[src/itad_pkg.sv]
// itad_pkg: shared types, constants and helpers for the integer to ascii block
// no dependencies; imported by every module under src
package itad_pkg;

  localparam int unsigned VALUE_W  = 32;
  localparam int unsigned RADIX_W  = 6;
  localparam int unsigned CHAR_W   = 7;
  localparam int unsigned LEN_W    = 6;
  localparam int unsigned STEP_W   = 4;  // quotient bits resolved per divider cycle

  localparam logic [RADIX_W-1:0] RADIX_MIN = 6'd2;
  localparam logic [RADIX_W-1:0] RADIX_MAX = 6'd36;
  localparam logic [RADIX_W-1:0] DECIMAL   = 6'd10;

  localparam logic [CHAR_W-1:0] CHAR_ZERO  = 7'h30;
  localparam logic [CHAR_W-1:0] CHAR_UPPER = 7'h41;
  localparam logic [CHAR_W-1:0] CHAR_MINUS = 7'h2D;

  typedef struct packed {
    logic signed [VALUE_W-1:0] value;
    logic [RADIX_W-1:0]        radix;
  } in_item_t;

  typedef struct packed {
    logic [CHAR_W-1:0] character;
    logic              last;
    logic [LEN_W-1:0]  text_length;
  } out_item_t;

  typedef enum logic [2:0] {
    B_IDLE,
    B_DIV_GO,
    B_DIV_WAIT,
    B_SIGN,
    B_READ,
    B_SHOW
  } back_state_t;

  function automatic logic [CHAR_W-1:0] digit_char(input logic [RADIX_W-1:0] d);
    logic [CHAR_W-1:0] c;
    if (d > 6'd9) begin
      c = CHAR_UPPER + CHAR_W'(d - 6'd10);
    end else begin
      c = CHAR_ZERO + CHAR_W'(d);
    end
    return c;
  endfunction

endpackage

[src/itad_front.sv]
// itad_front: accepts words, clamps the radix, takes the decimal sign apart
// and holds up to two classified words for the back part; uses itad_pkg
module itad_front #(
  parameter int unsigned VALUE_BITS = 32
) (
  input  logic                       clk,
  input  logic                       rst,
  input  logic                       push,
  output logic                       full,
  input  itad_pkg::in_item_t         operand,
  output logic                       q_valid,
  output logic [VALUE_BITS-1:0]      q_mag,
  output logic [itad_pkg::RADIX_W-1:0] q_radix,
  output logic                       q_neg,
  input  logic                       q_take
);
  import itad_pkg::*;

  localparam int unsigned DEPTH = 2;

  logic [VALUE_BITS-1:0] v;
  logic [VALUE_BITS-1:0] mag;
  logic [RADIX_W-1:0]    radix;
  logic                  neg;

  logic [VALUE_BITS-1:0] mag_q   [DEPTH];
  logic [RADIX_W-1:0]    radix_q [DEPTH];
  logic                  neg_q   [DEPTH];
  logic                  wr_ptr;
  logic                  rd_ptr;
  logic [1:0]            count;
  logic                  do_push;
  logic                  do_pop;

  generate
    if (VALUE_BITS > VALUE_W) begin : g_ext
      assign v = {{(VALUE_BITS-VALUE_W){operand.value[VALUE_W-1]}}, operand.value};
    end else begin : g_trunc
      assign v = operand.value[VALUE_BITS-1:0];
    end
  endgenerate

  always_comb begin
    if (operand.radix < RADIX_MIN) begin
      radix = RADIX_MIN;
    end else if (operand.radix > RADIX_MAX) begin
      radix = RADIX_MAX;
    end else begin
      radix = operand.radix;
    end
    neg = v[VALUE_BITS-1] && (radix == DECIMAL);
    // most negative value negates to itself and is then read as unsigned
    mag = neg ? (VALUE_BITS'(0) - v) : v;
  end

  assign full    = (count == 2'd2);
  assign q_valid = (count != 2'd0);
  assign do_push = push && !full;
  assign do_pop  = q_take && q_valid;

  assign q_mag   = mag_q[rd_ptr];
  assign q_radix = radix_q[rd_ptr];
  assign q_neg   = neg_q[rd_ptr];

  always_ff @(posedge clk) begin
    if (do_push) begin
      mag_q[wr_ptr]   <= mag;
      radix_q[wr_ptr] <= radix;
      neg_q[wr_ptr]   <= neg;
    end
  end

  always_ff @(posedge clk) begin
    if (rst) begin
      wr_ptr <= 1'b0;
      rd_ptr <= 1'b0;
      count  <= 2'd0;
    end else begin
      if (do_push) begin
        wr_ptr <= ~wr_ptr;
      end
      if (do_pop) begin
        rd_ptr <= ~rd_ptr;
      end
      if (do_push && !do_pop) begin
        count <= count + 2'd1;
      end else if (do_pop && !do_push) begin
        count <= count - 2'd1;
      end
    end
  end

endmodule

[src/itad_divider.sv]
// itad_divider: digit-serial unsigned divide by a small radix, four quotient
// bits per cycle with a narrow remainder; uses itad_pkg
module itad_divider #(
  parameter int unsigned VALUE_BITS = 32
) (
  input  logic                         clk,
  input  logic                         rst,
  input  logic                         start,
  input  logic [VALUE_BITS-1:0]        dividend,
  input  logic [itad_pkg::RADIX_W-1:0] divisor,
  output logic                         done,
  output logic [VALUE_BITS-1:0]        quotient,
  output logic [itad_pkg::RADIX_W-1:0] remainder
);
  import itad_pkg::*;

  localparam int unsigned STEPS = (VALUE_BITS + STEP_W - 1) / STEP_W;
  localparam int unsigned PAD   = STEPS * STEP_W;
  localparam int unsigned CNT_W = $clog2(STEPS + 1);

  logic [PAD-1:0]     num;
  logic [PAD-1:0]     quot;
  logic [RADIX_W-1:0] rem;
  logic [RADIX_W-1:0] dsr;
  logic [CNT_W-1:0]   cnt;
  logic               busy;

  logic [PAD-1:0]     num_next;
  logic [PAD-1:0]     quot_next;
  logic [RADIX_W-1:0] rem_next;

  // restoring steps; remainder stays below the radix so 7 bits cover the trial
  always_comb begin
    logic [RADIX_W:0] trial;
    num_next  = num;
    quot_next = quot;
    rem_next  = rem;
    for (int i = 0; i < STEP_W; i++) begin
      trial    = {rem_next, num_next[PAD-1]};
      num_next = {num_next[PAD-2:0], 1'b0};
      if (trial >= {1'b0, dsr}) begin
        rem_next  = RADIX_W'(trial - {1'b0, dsr});
        quot_next = {quot_next[PAD-2:0], 1'b1};
      end else begin
        rem_next  = trial[RADIX_W-1:0];
        quot_next = {quot_next[PAD-2:0], 1'b0};
      end
    end
  end

  always_ff @(posedge clk) begin
    if (start) begin
      num  <= PAD'(dividend);
      quot <= '0;
      rem  <= '0;
      dsr  <= divisor;
    end else if (busy) begin
      num  <= num_next;
      quot <= quot_next;
      rem  <= rem_next;
    end
  end

  always_ff @(posedge clk) begin
    if (rst) begin
      busy <= 1'b0;
      cnt  <= '0;
      done <= 1'b0;
    end else begin
      done <= 1'b0;
      if (start) begin
        busy <= 1'b1;
        cnt  <= '0;
      end else if (busy) begin
        cnt <= cnt + CNT_W'(1);
        if (cnt == CNT_W'(STEPS - 1)) begin
          busy <= 1'b0;
          done <= 1'b1;
        end
      end
    end
  end

  assign quotient  = quot[VALUE_BITS-1:0];
  assign remainder = rem;

endmodule

[src/itad_back.sv]
// itad_back: sequencer that drives the divider, keeps digits in a small
// memory and plays them out most significant first; uses itad_pkg
module itad_back #(
  parameter int unsigned VALUE_BITS = 32
) (
  input  logic                         clk,
  input  logic                         rst,
  input  logic                         q_valid,
  input  logic [VALUE_BITS-1:0]        q_mag,
  input  logic [itad_pkg::RADIX_W-1:0] q_radix,
  input  logic                         q_neg,
  output logic                         q_take,
  output logic                         div_start,
  output logic [VALUE_BITS-1:0]        div_dividend,
  output logic [itad_pkg::RADIX_W-1:0] div_divisor,
  input  logic                         div_done,
  input  logic [VALUE_BITS-1:0]        div_quot,
  input  logic [itad_pkg::RADIX_W-1:0] div_rem,
  output logic                         empty,
  input  logic                         pop,
  output itad_pkg::out_item_t          result
);
  import itad_pkg::*;

  localparam int unsigned IDX_W = $clog2(VALUE_BITS);
  localparam int unsigned CNT_W = $clog2(VALUE_BITS + 1);
  localparam int unsigned LFT_W = CNT_W + 1;

  back_state_t        state;
  back_state_t        state_next;

  logic [VALUE_BITS-1:0] mag;
  logic [RADIX_W-1:0]    radix;
  logic                  neg;
  logic [CNT_W-1:0]      cnt;
  logic [IDX_W-1:0]      rd_idx;
  logic [LFT_W-1:0]      left;
  logic [LEN_W-1:0]      total;
  logic [RADIX_W-1:0]    rd_data;
  logic [RADIX_W-1:0]    store [VALUE_BITS];

  logic                  out_valid;
  out_item_t             out_item;
  logic                  out_free;
  logic                  load;
  out_item_t             load_item;
  logic                  wr_en;
  logic                  take;
  logic                  finish;
  logic                  emit;

  assign out_free     = !out_valid || pop;
  assign empty        = !out_valid;
  assign result       = out_item;
  assign div_dividend = mag;
  assign div_divisor  = radix;

  always_comb begin
    state_next = state;
    take       = 1'b0;
    div_start  = 1'b0;
    wr_en      = 1'b0;
    finish     = 1'b0;
    load       = 1'b0;
    emit       = 1'b0;
    load_item  = '{character: CHAR_MINUS, last: (left == LFT_W'(1)), text_length: total};
    unique case (state)
      B_IDLE: begin
        if (q_valid) begin
          take       = 1'b1;
          state_next = B_DIV_GO;
        end
      end
      B_DIV_GO: begin
        div_start  = 1'b1;
        state_next = B_DIV_WAIT;
      end
      B_DIV_WAIT: begin
        if (div_done) begin
          wr_en = 1'b1;
          if (div_quot == '0) begin
            finish     = 1'b1;
            state_next = neg ? B_SIGN : B_READ;
          end else begin
            state_next = B_DIV_GO;
          end
        end
      end
      B_SIGN: begin
        if (out_free) begin
          load       = 1'b1;
          state_next = B_READ;
        end
      end
      B_READ: begin
        state_next = B_SHOW;
      end
      B_SHOW: begin
        load_item.character = digit_char(rd_data);
        if (out_free) begin
          load       = 1'b1;
          emit       = 1'b1;
          state_next = (left == LFT_W'(1)) ? B_IDLE : B_READ;
        end
      end
      default: begin
        state_next = B_IDLE;
      end
    endcase
  end

  assign q_take = take;

  always_ff @(posedge clk) begin
    if (rst) begin
      state <= B_IDLE;
    end else begin
      state <= state_next;
    end
  end

  // digit memory: one write port, one registered read port
  always_ff @(posedge clk) begin
    if (wr_en) begin
      store[cnt[IDX_W-1:0]] <= div_rem;
    end
    rd_data <= store[rd_idx];
  end

  always_ff @(posedge clk) begin
    if (take) begin
      mag   <= q_mag;
      radix <= q_radix;
      neg   <= q_neg;
      cnt   <= '0;
    end
    if (wr_en) begin
      mag <= div_quot;
      cnt <= cnt + CNT_W'(1);
    end
    if (finish) begin
      // digits so far plus the one just written, plus the sign
      left   <= LFT_W'(cnt) + LFT_W'(1) + LFT_W'(neg);
      total  <= LEN_W'(LFT_W'(cnt) + LFT_W'(1) + LFT_W'(neg));
      rd_idx <= cnt[IDX_W-1:0];
    end
    if (load) begin
      left <= left - LFT_W'(1);
    end
    if (emit) begin
      rd_idx <= rd_idx - IDX_W'(1);
    end
  end

  always_ff @(posedge clk) begin
    if (load) begin
      out_item <= load_item;
    end
  end

  always_ff @(posedge clk) begin
    if (rst) begin
      out_valid <= 1'b0;
    end else if (load) begin
      out_valid <= 1'b1;
    end else if (pop) begin
      out_valid <= 1'b0;
    end
  end

endmodule

[src/integer_to_ascii_digits.sv]
// integer_to_ascii_digits: top level, joins front, divider and back
// depends on itad_pkg, itad_front, itad_divider, itad_back
//
// Usage:
//   Input queue: drive operand (value, radix) and raise push; a word is taken
//   on a clock edge with push high and full low. Up to two words wait in the
//   front queue while the back part works on the current one.
//   Result queue: while empty is low, result holds the next character of the
//   text, most significant first, with last on the final character and
//   text_length (characters in the string) on every one; pop takes it.
//   A radix outside 2..36 is clamped; in radix 10 a negative value gets '-'.
// Operation:
//   each digit costs one pass of the shared divider; each character then
//   goes through the registered digit memory read, and the sign has its own
//   state. A stalled receiver holds the back part; the front keeps taking words
//   until its queue fills. Reset empties both queues, no clearing pass.
module integer_to_ascii_digits #(
  parameter int unsigned VALUE_BITS = 32
) (
  input  logic                clk,
  input  logic                rst,
  input  logic                push,
  output logic                full,
  input  itad_pkg::in_item_t  operand,
  output logic                empty,
  input  logic                pop,
  output itad_pkg::out_item_t result
);
  import itad_pkg::*;

  logic                  q_valid;
  logic [VALUE_BITS-1:0] q_mag;
  logic [RADIX_W-1:0]    q_radix;
  logic                  q_neg;
  logic                  q_take;
  logic                  div_start;
  logic [VALUE_BITS-1:0] div_dividend;
  logic [RADIX_W-1:0]    div_divisor;
  logic                  div_done;
  logic [VALUE_BITS-1:0] div_quot;
  logic [RADIX_W-1:0]    div_rem;

  itad_front #(.VALUE_BITS(VALUE_BITS)) u_front (
    .clk     (clk),
    .rst     (rst),
    .push    (push),
    .full    (full),
    .operand (operand),
    .q_valid (q_valid),
    .q_mag   (q_mag),
    .q_radix (q_radix),
    .q_neg   (q_neg),
    .q_take  (q_take)
  );

  itad_divider #(.VALUE_BITS(VALUE_BITS)) u_divider (
    .clk       (clk),
    .rst       (rst),
    .start     (div_start),
    .dividend  (div_dividend),
    .divisor   (div_divisor),
    .done      (div_done),
    .quotient  (div_quot),
    .remainder (div_rem)
  );

  itad_back #(.VALUE_BITS(VALUE_BITS)) u_back (
    .clk          (clk),
    .rst          (rst),
    .q_valid      (q_valid),
    .q_mag        (q_mag),
    .q_radix      (q_radix),
    .q_neg        (q_neg),
    .q_take       (q_take),
    .div_start    (div_start),
    .div_dividend (div_dividend),
    .div_divisor  (div_divisor),
    .div_done     (div_done),
    .div_quot     (div_quot),
    .div_rem      (div_rem),
    .empty        (empty),
    .pop          (pop),
    .result       (result)
  );

endmodule

[config.mk]
export PLATFORM = sky130hd
export DESIGN_NAME = integer_to_ascii_digits
export DESIGN_NICKNAME = d
export VERILOG_FILES = /design/src/itad_pkg.sv /design/src/itad_front.sv /design/src/itad_divider.sv /design/src/itad_back.sv /design/src/integer_to_ascii_digits.sv
export SDC_FILE = /design/constraint.sdc
export NUM_CORES = 1
export LEC_CHECK = 0
export BUFFER_PORTS_ARGS = -buffer_cell sky130_fd_sc_hd__buf_4
export CAP_MARGIN = 20
export CORE_MARGIN = 4
export CORE_UTILIZATION = 25
export CTS_CLUSTER_DIAMETER = 40
export DETAILED_ROUTE_END_ITERATION = 16
export SYNTH_ARGS = -nofsm -noshare
export SYNTH_HDL_FRONTEND = slang
export SYNTH_HIERARCHICAL = 1
export SYNTH_SLANG_ARGS = --single-unit
[constraint.sdc]
create_clock -name clk -period 9 [get_ports clk]
set_input_delay 0.9 -clock clk [delete_from_list [all_inputs] [get_ports clk]]
set_output_delay 0.9 -clock clk [all_outputs]
set_load 0.02 [all_outputs]
# Yosys cells after proc, flatten, opt, wreduce, memory -nomap -nowiden
# Memories as Yosys holds them, arrays and structs flattened. A register that Yosys moved wholly into a read port is not among the register bits.
# Cells that the tools add are included.
# op_classes
n_eq_ne	13
n_reduce_logical	23
magnitude_cmp	7
addsub	16
bitwise_logic	3
muxes	55
# op_table
cell	n
$mux 32	5
$mux 6	8
$logic_not 32->1	1
$sub 1x32->32 const A	1
$ge 7x6->1	4
$mux 1	27
$sub 6x6->6	4
$mux 3	7
$mux 7	3
$pmux 3 s6	1
$reduce_bool 2->1	7
$mux 5	2
$add 6x1->7 const B	1
$add 6x6->7 const A	1
$add 7x1->7	1
$add 7x7->7 const A	1
$eq 7x1->1 const B	1
$sub 6x4->7 const B	1
$sub 7x1->7 const B	1
$add 6x1->6 const B	1
$eq 3x2->1 const B	2
$eq 3x3->1 const B	2
$eq 6x4->1 const B	1
$gt 6x4->1 const B	1
20 further kinds	33
# word_totals
ram_bits	270
n_memories	4
ff_bits	160
# memory_table
name	words	word_bits	rd	rd_clocked_by_memory_dff	wr	line	source
u_back.store	32	6	1	1	1	itad_back.sv:40	logic [RADIX_W-1:0] store [VALUE_BITS];
u_front.mag_q	2	32	1	1	1	itad_front.sv:26	logic [VALUE_BITS-1:0] mag_q [DEPTH];
u_front.radix_q	2	6	1	1	1	itad_front.sv:27	logic [RADIX_W-1:0] radix_q [DEPTH];
u_front.neg_q	2	1	1	1	1	itad_front.sv:28	logic neg_q [DEPTH];

# Logic depth before layout (Yosys ltp)
# Gate-level depths: netlist (run 1).
# logic_depth
ltp_word	8
depth_mapped	35
mapped_depth_nobuf	34

# Modules after synthesis
# The synthesis (run 1) kept the hierarchy.
# modules_own_cells
mod	cells_per_inst	seq_area_each_um2	area_per_inst_um2	n_inst
itad_back	692	8277.9	11512.3	1
itad_divider	457	2021.9	4828.4	1
itad_front	268	2442.3	3804.9	1

# Worst setup path before layout (run 1)
# Ideal clock, no wire load.
# synth_timing
path_kind	register to register
from	register u_divider.rem[3], in the netlist u_divider/remainder[3]
to	register u_divider.rem[1], in the netlist u_divider/remainder[1]
n_path_buf	1
synth_period_minus_slack_ns	7.752
required_ns	8.878
arrival_time_ns	7.630
stages_incl_launch_ff	34
slack_ns	1.248
path_cell_list	dfxtp_1 > ha_1 > a21o_1 > a211o_1 > a21oi_4 > buf_12 > nor2_1 > a21oi_1 > inv_1 > ha_1 > a21o_1 > nor2_1 > a21oi_1 > a2111oi_4 > nand2_1 > o21ai_0 > inv_1 > ha_1 > nor2_1 > a21boi_0 > o31a_1 > a21boi_0 > o21ai_1 > nand2_1 > o21ai_0 > ha_1 > nor2b_1 > o21a_1 > o21ai_0 > a21oi_1 > a311oi_1 > o211a_2 > a21oi_1 > a221o_1
# synth_via
elab_chain_cells	8
elab_cells_between_ends	12
classes_between	4 x add/sub; 4 x order compare; 4 x mux
# synth_rtl
element	line	source
start, declared	itad_divider.sv:23	logic [RADIX_W-1:0] rem;
start signal, assigned	itad_divider.sv:60	rem <= rem_next;
$sub 6x6->6 / $ge 7x6->1 (equally long branches)	itad_divider.sv:42, itad_divider.sv:41	
$mux 6 (*)	itad_divider.sv:41	if (trial >= {1'b0, dsr}) begin
$sub 6x6->6 / $ge 7x6->1 (equally long branches)	itad_divider.sv:42, itad_divider.sv:41	
$mux 6 (*)	itad_divider.sv:41	
$ge 7x6->1 / $sub 6x6->6 (equally long branches)	itad_divider.sv:41, itad_divider.sv:42	
$mux 6 (*)	itad_divider.sv:41	
$sub 6x6->6 / $ge 7x6->1 (equally long branches)	itad_divider.sv:42, itad_divider.sv:41	
$mux 6 (*)	itad_divider.sv:41	
# Every way passes the cells marked *; elsewhere a longest branch is shown, timed or not.
# A chain may end at the register's enable or synchronous reset.

# Worst setup path in the final report (run 1)
# layout_timing
from	register u_divider.dsr[2]
to	register u_divider.rem[1], in the netlist u_divider/remainder[1]
# layout_via
elab_chain_cells	8
elab_cells_between_ends	12
classes_between	4 x add/sub; 4 x order compare; 4 x mux
# layout_rtl
element	line	source
start, declared	itad_divider.sv:24	logic [RADIX_W-1:0] dsr;
start signal, assigned	itad_divider.sv:56	dsr <= divisor;
$sub 6x6->6 / $ge 7x6->1 (equally long branches)	itad_divider.sv:42, itad_divider.sv:41	
$mux 6	itad_divider.sv:41	
$sub 6x6->6 / $ge 7x6->1 (equally long branches)	itad_divider.sv:42, itad_divider.sv:41	
$mux 6	itad_divider.sv:41	
$ge 7x6->1 / $sub 6x6->6 (equally long branches)	itad_divider.sv:41, itad_divider.sv:42	
$mux 6	itad_divider.sv:41	
$sub 6x6->6 / $ge 7x6->1 (equally long branches)	itad_divider.sv:42, itad_divider.sv:41	
$mux 6 (*)	itad_divider.sv:41	
# Marked as above.

==> run summary, run 1 <==
status - finished, final reports clean
Slew HR - 30.4%
die width - 292 um
Longest Clk Path Bufs - 3
CTS tree - done
number of DRC markers in iteration 0 - 598
Area growth syn-to-layout - 16.1%
number of clock sinks - 444
maximum number of pins on one net before global-route repair - 82
master cell of the clock root buffer - clkbuf_16
gpl congestion - 0.820
required arrival time at the worst endpoint - 9.45 ns
DR WL met3 - 1990 um
maximum fanout encountered on the critical timing path - 9
leading cell types by count after synthesis - edfxtp_1 (385), nand2_1 (144), nor2_1 (117)
via density per instance - 4.46
register-to-register setup slack - 0.75 ns
metal2 WL - 20400 um
beginning of the critical path - u_divider/dsr[2]$_DFFE_PP_
worst reg2reg path depth - 32
Startpoint Class - flop
IO Pins - 58
Cell variety after synth - 88
WL met1 - 19000 um
final period demand of the worst path - 8.25 ns
highest metal layer with signal wires - met4
cells after synthesis - 1417
worst hold slack - 0.423 ns
Pre-antenna DRT Iters - 5
Peak VDD IR - 340 uV
worst hold path class - reg -> reg
startpoint of the worst-slack reg-to-reg timing path - u_divider/dsr[2]$_DFFE_PP_
Worst Path Arrival - 8.71 ns
slew at the pin with the worst max-slew slack - 1.03 ns
port bufs - 57
half-perimeter wire length after placement - 28500 um
CP endpoint kind - flop
yosys synthesis warning count - 6
setup repair after global routing missed its margin - false
critical path's slowest cell - a2111o_1
clk_skew - 0.0251 ns
Setup Total Neg Slack - 0 ns
number of enable-type register cells in the synthesized netlist - 385
number of buffers added by the clock tree synthesis step - 53
Setup crit end - u_divider/remainder[1]$_SDFFE_PP0P_
remaining global-route overflow - 0
area inside the core boundary - 79400 um^2
CP max stage delay - 0.47 ns
Die Footprint - 85200 um^2
Synth async-reset ratio - 0%
total cell area at the placement stage - 21600 um^2
total of flip-flops plus latches after synthesis - 444
antenna fix cells - 0
post-route fraction of the period consumed by the critical path - 91.7%
net count after synthesis - 1503
worst skew pair latency - 0.59 ns
first-pass GRT wire length - 67300 um
total via count after detailed routing - 11398
top cells by area, synth - edfxtp_1 (57%), mux4_2 (6.7%), dfxtp_1 (5.9%)
max-cap violations - 0
area share of the largest cell type after synthesis - 57.4%
main flop type after synthesis - edfxtp_1
leakage power total - 8.14 nW
count of endpoints failing setup in the final report - 0
net count reported at finish - 1547
Wirelength per Cell - 16.6 um
final std cell area, no fill - 23400 um^2
Power per Cell Area - 391 nW/um^2
Routed Antenna Nets - 0
peak clock frequency supported by timing - 0.121 GHz
RR Endpoint - u_divider/remainder[1]$_SDFFE_PP0P_
count of H-tree levels built during CTS - 2
placed cell count - 2455
number of buffers inserted by post-CTS setup repair - 0
DIE HEIGHT - 292 um
total detailed-routing wirelength - 42500 um
antenna violations before repair - 1
total design power - 9.15 mW
endpoints failing hold - 0
type of the worst setup path - reg -> reg
total global-route track usage - 9.77%
Synth Area per Inst - 14.2 um^2
post-synthesis cell type with the largest combined area - edfxtp_1
DRC violation count after routing - 0
portion of the post-synthesis area used by sequential elements - 63.3%
Netlist Area Pre-Place - 20100 um^2
number of rows created at floorplan - 103
post-route insts no fill - 2554
most frequent cell on the critical path - a21oi_1
share of layout cells above drive strength 1 - 22.5%
clock edge transition at the registers on the reported setup and hold paths - 0.06 ns
final slew viol count - 0
number of global-route vias before repair - 11758
library cell with the highest instance count after synthesis - edfxtp_1
initial core utilization - 25.4%
per-layer routing:
metal  GRT usage [%]  up-vias
met5               0        -
met4            3.10        0
met3            1.79       68
met2            16.1      245
met1            13.1     5703
li1                -     5382
worst max-delay path, delay by kind of cell (launching register included):
kind	cells	cell delay (ns)
adders and majority gates	4	1.37
AOI/OAI and AO/OA	20	4.82
and+or+nand+nor	4	0.66
buffers and inverters	3	0.48
muxes	1	0.42
DFF	1	0.35
what timing repair did:
action                     4_1_cts  5_1_grt
hold buffers                     0        0
gates resized for setup          0        2
setup endpoints to repair        0        7
registers in the layout, summed over array words and instances, names as in the netlist, 7 cells and up, named ones only:
| register | count |
|---|---|
| u_back/store | 192 |
| u_front/mag_q | 64 |
| u_divider/num | 32 |
| u_back/left | 7 |
| u_back/result | 14 |
| u_front/radix_q | 12 |
| u_back/div_dividend | 32 |
| u_divider/quotient | 32 |
how the worst min path moves through the flow:
stage,start,endpoint,slack (ns),depth (start not counted)
2_1_floorplan,u_back/total[0]$_DFFE_PP_,u_back/result[0]$_DFFE_PP_,0.40,0
3_3_place_gp,u_back/total[5]$_DFFE_PP_,u_back/result[5]$_DFFE_PP_,0.41,0
3_5_place_dp,u_back/total[3]$_DFFE_PP_,u_back/result[3]$_DFFE_PP_,0.41,0
4_1_cts,u_back/total[3]$_DFFE_PP_,u_back/result[3]$_DFFE_PP_,0.42,0
5_1_grt,u_back/total[5]$_DFFE_PP_,u_back/result[5]$_DFFE_PP_,0.43,0
6_report,u_back/total[3]$_DFFE_PP_,u_back/result[3]$_DFFE_PP_,0.42,0
power breakdown:
| group | internal [mW] | total [mW] | switching (mW) |
|---|---|---|---|
| Sequential | 2.76 | 2.98 | 0.214 |
| Combinational | 1.60 | 4.01 | 2.42 |
| Clock | 1.29 | 2.16 | 0.861 |
| Total | 5.66 | 9.15 | 3.49 |
placed cells by master, fill, tap and decap left out, drive strengths merged, types with 5 or more instances in the layout:
| cell type | Yosys | final |
|---|---|---|
| xnor2 | 27 | 27 |
| a21o | 11 | 11 |
| and2 | 5 | 5 |
| a21boi | 5 | 5 |
| xor2 | 38 | 38 |
| bufinv | 0 | 5 |
| nand4 | 6 | 6 |
| nand2b | 11 | 11 |
| a31oi | 14 | 14 |
| clkbuf | 41 | 65 |
| clkinv | 0 | 18 |
| ha | 40 | 40 |
| nand2 | 145 | 145 |
| or2 | 6 | 6 |
| buf | 48 | 78 |
| mux2i | 33 | 33 |
| mux2 | 79 | 79 |
| mux4 | 60 | 60 |
| o21ai | 35 | 35 |
| nand3 | 18 | 18 |
| or4 | 8 | 8 |
| or3 | 10 | 10 |
| nor2b | 11 | 11 |
| dfxtp | 59 | 59 |
| and3 | 7 | 7 |
| nor4 | 16 | 16 |
| a211o | 5 | 5 |
| a211oi | 5 | 5 |
| nor3 | 20 | 20 |
| edfxtp | 385 | 385 |
| inv | 51 | 59 |
| nor2 | 118 | 118 |
| a21oi | 35 | 35 |
cell families (layout without fill, tap and decap cells):
group	after synthesis	count (layout)	share of synthesized area [%]
muxes	172	172	12.8
DFF	444	444	63.3
xor gates and xnor gates	65	65	2.83
and+or+nand+nor	399	399	9.39
buffers and inverters	140	227	3.47
AOI/OAI and AO/OA	152	152	5.35
adders and majority gates	45	45	2.93
through the flow:
stage	util (%)	setup slack [ns]
4_1_cts	29.4	0.614
3_5_place_dp	27.2	0.680
5_1_grt	29.5	0.0787
3_3_place_gp	27.1	0.770
6_report	29.5	0.748
2_1_floorplan	-	1.25
layout make-up:
class	count	area, um^2
clock inverters	33	364
fillers	7973	56000
clock buffers	65	1430
repair buffers	78	618
well taps	1050	1310
multi-input cells	833	6720
inverters	51	191
flip-flops and latches	444	12700
(Power assumes the default switching activity.)
==> inputs of run 2 (changes only) <==
--- a/config.mk
+++ b/config.mk
@@ -11,6 +11,7 @@
 export CORE_UTILIZATION = 25
 export CTS_CLUSTER_DIAMETER = 40
 export DETAILED_ROUTE_END_ITERATION = 16
+export MAX_ROUTING_LAYER = met4
 export SYNTH_ARGS = -nofsm -noshare
 export SYNTH_HDL_FRONTEND = slang
 export SYNTH_HIERARCHICAL = 1
==> constraint.sdc (replaced) <==
create_clock -name clk -period 9 [get_ports clk]
set_input_delay 2.25 -clock clk [delete_from_list [all_inputs] [get_ports clk]]
set_output_delay 2.25 -clock clk [all_outputs]
set_load 0.02 [all_outputs]
==> run 2 against run 1 <==
  * Wire length is 0.69% higher
  * Fmax is 1.3% higher
  * Count of clock-buffer cells in the layout is 8 lower
  * Design area is 0.45% lower
  * Register-to-register slack better by 0.10 ns
  * Non-clock buffer count did not move
  * Combinational power rose by 1%
  * Cell count decreased by 0.12%
  * Sequential share of layout area up 0.25 points
  * Via count is 0.66% higher
  * Largest power group unchanged
  * Highest routed layer unchanged
==> run summary, run 2 (same netlist as run 1, synthesis figures left out) <==
total detailed-routing wirelength - 42800 um
clk_skew - 0.0190 ns
die width - 292 um
port bufs - 57
status - finished, final reports clean
post-route fraction of the period consumed by the critical path - 90.5%
type of the worst setup path - reg -> reg
required arrival time at the worst endpoint - 9.46 ns
setup repair after global routing missed its margin - false
initial core utilization - 25.4%
first-pass GRT wire length - 67700 um
most frequent cell on the critical path - ha_1
final slew viol count - 0
max-cap violations - 0
share of layout cells above drive strength 1 - 22.3%
switching share of power - 38.7%
Hold Path Stages - 0
worst skew pair latency - 0.57 ns
Longest Clk Path Bufs - 3
worst reg2reg path depth - 32
via density per instance - 4.50
net switching power - 3.52 mW
number of buffers added by the clock tree synthesis step - 52
Setup crit end - u_divider/remainder[5]$_SDFFE_PP0P_
total design power - 9.09 mW
RR Endpoint - u_divider/remainder[5]$_SDFFE_PP0P_
Area growth syn-to-layout - 15.6%
remaining global-route overflow - 0
slew at the pin with the worst max-slew slack - 1.01 ns
maximum fanout encountered on the critical timing path - 9
Wirelength per Cell - 16.8 um
Slew HR - 32.0%
count of H-tree levels built during CTS - 2
Peak VDD IR - 299 uV
Clk network pwr share - 22.7%
DRC violation count after routing - 0
gpl congestion - 0.843
number of rows created at floorplan - 103
register-to-register setup slack - 0.85 ns
antenna fix cells - 0
half-perimeter wire length after placement - 28700 um
number of DRC markers in iteration 0 - 708
post-route core utilization - 29.3%
endpoints failing hold - 0
path length in cells of the critical path - 32
total via count after detailed routing - 11473
placed cell count - 2456
most common library cell in the layout ignoring fill and taps - edfxtp_1
startpoint of the worst-slack reg-to-reg timing path - u_divider/dsr[3]$_DFFE_PP_
CP bufs+invs - 3
total cell area at the placement stage - 21600 um^2
final period demand of the worst path - 8.15 ns
Die Footprint - 85200 um^2
final std cell area, no fill - 23300 um^2
max FFs per register - 192
Worst Path Arrival - 8.61 ns
maximum number of pins on one net before global-route repair - 82
clock edge transition at the registers on the reported setup and hold paths - 0.06 ns
DIE HEIGHT - 292 um
worst slack at placement - 0.695 ns
CP endpoint kind - flop
Power per Cell Area - 391 nW/um^2
number of buffers inserted by post-CTS setup repair - 0
worst hold path class - reg -> reg
beginning of the critical path - u_divider/dsr[3]$_DFFE_PP_
CP max stage delay - 0.47 ns
area used by multi-input combinational logic - 6720 um^2
leakage power total - 8.09 nW
kind of cell with the highest combined delay on the critical path - compound AO/OA/AOI/OAI gates
count of endpoints failing setup in the final report - 0
number of global-route vias before repair - 11882
critical path's slowest cell - a2111o_1
IO Pins - 58
internal power - 5.57 mW
net count reported at finish - 1546
Routed Antenna Nets - 0
setup slack after layout - 0.852 ns
worst hold slack - 0.422 ns
fill cell total of the finished layout - 8030
area inside the core boundary - 79400 um^2
total global-route track usage - 10.1%
Comb pwr share - 44.5%
sequential cell fraction of total power - 32.8%
Startpoint Class - flop
post-route insts no fill - 2551
number of clock sinks - 444
FF/Latch Area - 12700 um^2
Pre-antenna DRT Iters - 5
peak clock frequency supported by timing - 0.123 GHz
master cell of the clock root buffer - clkbuf_16
CTS tree - done
Setup Total Neg Slack - 0 ns
leading cell types in the layout, fill and taps excluded - edfxtp_1 (385), nand2_1 (144), nor2_1 (116)
antenna violations before repair - 1
[run 2: cell count changes in the layout (fill, tap and decap cells not counted), sizes merged]
cell      previous run  this run
clkinv              18        20
clkbuf              65        57
inv                 59        62
bufinv               5         4
clkinvlp             2         3
[run 2: how the worst min path moves through the flow]
stage                                   start                         end
finish              u_back/total[3]$_DFFE_PP_  u_back/result[3]$_DFFE_PP_
global route        u_back/total[5]$_DFFE_PP_  u_back/result[5]$_DFFE_PP_
CTS                 u_back/total[3]$_DFFE_PP_  u_back/result[3]$_DFFE_PP_
detailed placement  u_back/total[3]$_DFFE_PP_  u_back/result[3]$_DFFE_PP_
global placement    u_back/total[5]$_DFFE_PP_  u_back/result[5]$_DFFE_PP_
floorplan           u_back/total[0]$_DFFE_PP_  u_back/result[0]$_DFFE_PP_
[run 2: routing by layer]
metal,vias to the layer above,wire length [um],track usage (%)
met4,0,954,2.48
met3,75,1970,1.68
li1,5393,-,-
met2,239,20800,16.3
met1,5766,19100,13.3
met5,-,0,-
[run 2: layout make-up]
| class | instances | area share [%] |
|---|---|---|
| clock inverter | 38 | 1.64 |
| sequential | 444 | 54.7 |
| tap | 1050 | 5.64 |
| timing repair buffer | 78 | 2.57 |
| clock buffer | 57 | 5.71 |
| multi-input combinational | 833 | 28.9 |
| inverter | 51 | 0.822 |
[run 2: power groups by stage]
stage	Sequential (mW)	Clock [mW]	Combinational (mW)
final	2.98	2.06	4.05
after CTS	2.99	2.13	4.04
after floorplan	2.94	0	2.99
after global placement	3.02	0	4.01
after detailed placement	3.03	0	4.02
after global routing	3.02	2.22	4.45
[run 2: timing repair]
item / 4_1_cts / 5_1_grt
resized for setup: 0 / 2
hold buffers: 0 / 0
setup endpoints to repair: 0 / 6
==> inputs of run 3 (changes only) <==
--- a/config.mk
+++ b/config.mk
@@ -8,10 +8,11 @@
 export BUFFER_PORTS_ARGS = -buffer_cell sky130_fd_sc_hd__buf_4
 export CAP_MARGIN = 20
 export CORE_MARGIN = 4
-export CORE_UTILIZATION = 25
+export CORE_UTILIZATION = 44
 export CTS_CLUSTER_DIAMETER = 40
 export DETAILED_ROUTE_END_ITERATION = 16
 export MAX_ROUTING_LAYER = met4
+export REMOVE_ABC_BUFFERS = 1
 export SYNTH_ARGS = -nofsm -noshare
 export SYNTH_HDL_FRONTEND = slang
 export SYNTH_HIERARCHICAL = 1
==> run 3 against run 2 <==
  * Non-clock buffer count grew 3
  * Fmax decreased by 2.2%
  * Global-route usage rose by 6.5 points
  * Cell count fell by 17%
  * Clock power grew 2%
  * Register-to-register slack lost 0.18 ns
  * Via count shrank 2.0%
  * Sequential cell count did not move
  * Sequential share of layout area grew 1.1 points
  * Die area fell by 42%
  * Sequential power is essentially flat
==> run summary, run 3 (same netlist as run 1, synthesis figures left out) <==
status - finished, final reports clean
final slew viol count - 0
worst hold path class - reg -> reg
antenna fix cells - 0
via density per instance - 5.34
total global-route track usage - 16.5%
final period demand of the worst path - 8.33 ns
final std cell area, no fill - 22800 um^2
die width - 222 um
Comb pwr share - 44.7%
required arrival time at the worst endpoint - 9.50 ns
count of H-tree levels built during CTS - 2
gpl congestion - 0.850
Power per Cell Area - 401 nW/um^2
antenna violations before repair - 0
post-route fraction of the period consumed by the critical path - 92.5%
total detailed-routing wirelength - 40000 um
CP max stage delay - 0.48 ns
peak clock frequency supported by timing - 0.120 GHz
number of buffers added by the clock tree synthesis step - 53
DIE HEIGHT - 222 um
leakage power total - 8.13 nW
Pre-antenna DRT Iters - 5
number of clock sinks - 444
endpoints failing hold - 0
worst skew pair latency - 0.59 ns
half-perimeter wire length after placement - 26600 um
Routed Antenna Nets - 0
number of DRC markers in iteration 0 - 782
first-pass GRT wire length - 63400 um
Peak VDD IR - 389 uV
Area growth syn-to-layout - 13.2%
share of layout cells above drive strength 1 - 22.5%
port bufs - 57
Worst Path Arrival - 8.83 ns
count of endpoints failing setup in the final report - 0
Longest Clk Path Bufs - 3
critical path's slowest cell - a2111o_1
fill cell total of the finished layout - 3938
setup repair after global routing missed its margin - false
remaining global-route overflow - 0
Clk network pwr share - 23.1%
internal power - 5.70 mW
sequential cell fraction of total power - 32.2%
net count reported at finish - 1550
maximum number of pins on one net before global-route repair - 54
register-to-register setup slack - 0.67 ns
DRC violation count after routing - 0
number of buffers inserted by post-CTS setup repair - 0
number of rows created at floorplan - 78
slew at the pin with the worst max-slew slack - 0.998 ns
IO Pins - 58
Setup Total Neg Slack - 0 ns
Die Footprint - 49300 um^2
net switching power - 3.45 mW
clk_skew - 0.0297 ns
clock edge transition at the registers on the reported setup and hold paths - 0.06 ns
number of global-route vias before repair - 11274
total cell area at the placement stage - 21000 um^2
Startpoint Class - flop
CTS tree - done
total via count after detailed routing - 11246
maximum fanout encountered on the critical timing path - 13
area inside the core boundary - 45300 um^2
max-cap violations - 0
switching share of power - 37.8%
master cell of the clock root buffer - clkbuf_16
leading cell types in the layout, fill and taps excluded - edfxtp_1 (385), nand2_1 (144), nor2_1 (116)
max FFs per register - 192
CP endpoint kind - flop
type of the worst setup path - reg -> reg
most common library cell in the layout ignoring fill and taps - edfxtp_1
Wirelength per Cell - 19.0 um
Slew HR - 33.5%
initial core utilization - 44.5%
-- run 3: cell types whose count changed in the layout (fill, tap and decap cells not counted), sizes merged --
cell | before | now
clkbuf | 57 | 62
inv | 62 | 58
buf | 78 | 81
clkinv | 20 | 17
bufinv | 4 | 6
clkinvlp | 3 | 4
-- run 3: cell type report --
type                       instances  area (um^2)  area share, %
inverter                          51          191          0.840
multi-input combinational        833         6720           29.5
sequential                       444        12700           55.9
timing repair buffer              81          638           2.80
tap                              600          751           3.29
clock buffer                      62         1390           6.10
clock inverter                    34          372           1.63
-- run 3: worst paths after layout --
kind,startpoint,end,cells past startpoint
max,u_divider/dsr[4]$_DFFE_PP_,u_divider/remainder[5]$_SDFFE_PP0P_,34
min,u_back/div_divisor[0]$_DFFE_PP_,u_divider/dsr[0]$_DFFE_PP_,0
max reg2reg,u_divider/dsr[4]$_DFFE_PP_,u_divider/remainder[5]$_SDFFE_PP0P_,34
min reg2reg,u_back/div_divisor[0]$_DFFE_PP_,u_divider/dsr[0]$_DFFE_PP_,0
-- run 3: per-stage QoR --
step                      cells  total power, mW  hold slack (ns)  worst slack [ns]  util (%)
after global routing       2105             9.75            0.426            0.0272      50.4
after floorplan            1328             5.86            0.400              1.05         -
after CTS                  2103             9.20            0.416             0.753      50.3
after global placement     2006             7.10            0.401             0.943      46.4
after detailed placement   2007             7.05            0.405             0.745      46.4
final                      2105             9.15            0.415             0.673      50.4
-- run 3: critical path: cells and delay by family, from the launching register on --
kind / cells / cell delay (ns)
and+or+nand+nor: 4 / 0.48
adders and majority gates: 4 / 1.34
muxes: 1 / 0.34
DFF: 1 / 0.35
AOI/OAI and AO/OA: 20 / 4.92
buffers and inverters: 5 / 0.81
-- run 3: power groups by stage --
stage	Sequential [mW]	Combinational, mW	Clock [mW]
floorplan	3.01	2.85	0
global placement	2.99	4.11	0
detailed placement	2.99	4.06	0
CTS	2.95	4.08	2.17
global route	2.98	4.51	2.26
finish	2.95	4.09	2.11
-- run 3: timing repair --
action,4_1_cts,5_1_grt
endpoints found under the setup margin,0,3
resized for setup,0,1
hold buffers,0,0
-- run 3: routing by layer --
metal | routed length (um) | up-vias | track usage, %
li1 | - | 5382 | -
met1 | 17900 | 5563 | 22.2
met2 | 19600 | 245 | 26.6
met3 | 1660 | 56 | 2.41
met4 | 844 | 0 | 4.70
met5 | 0 | - | -
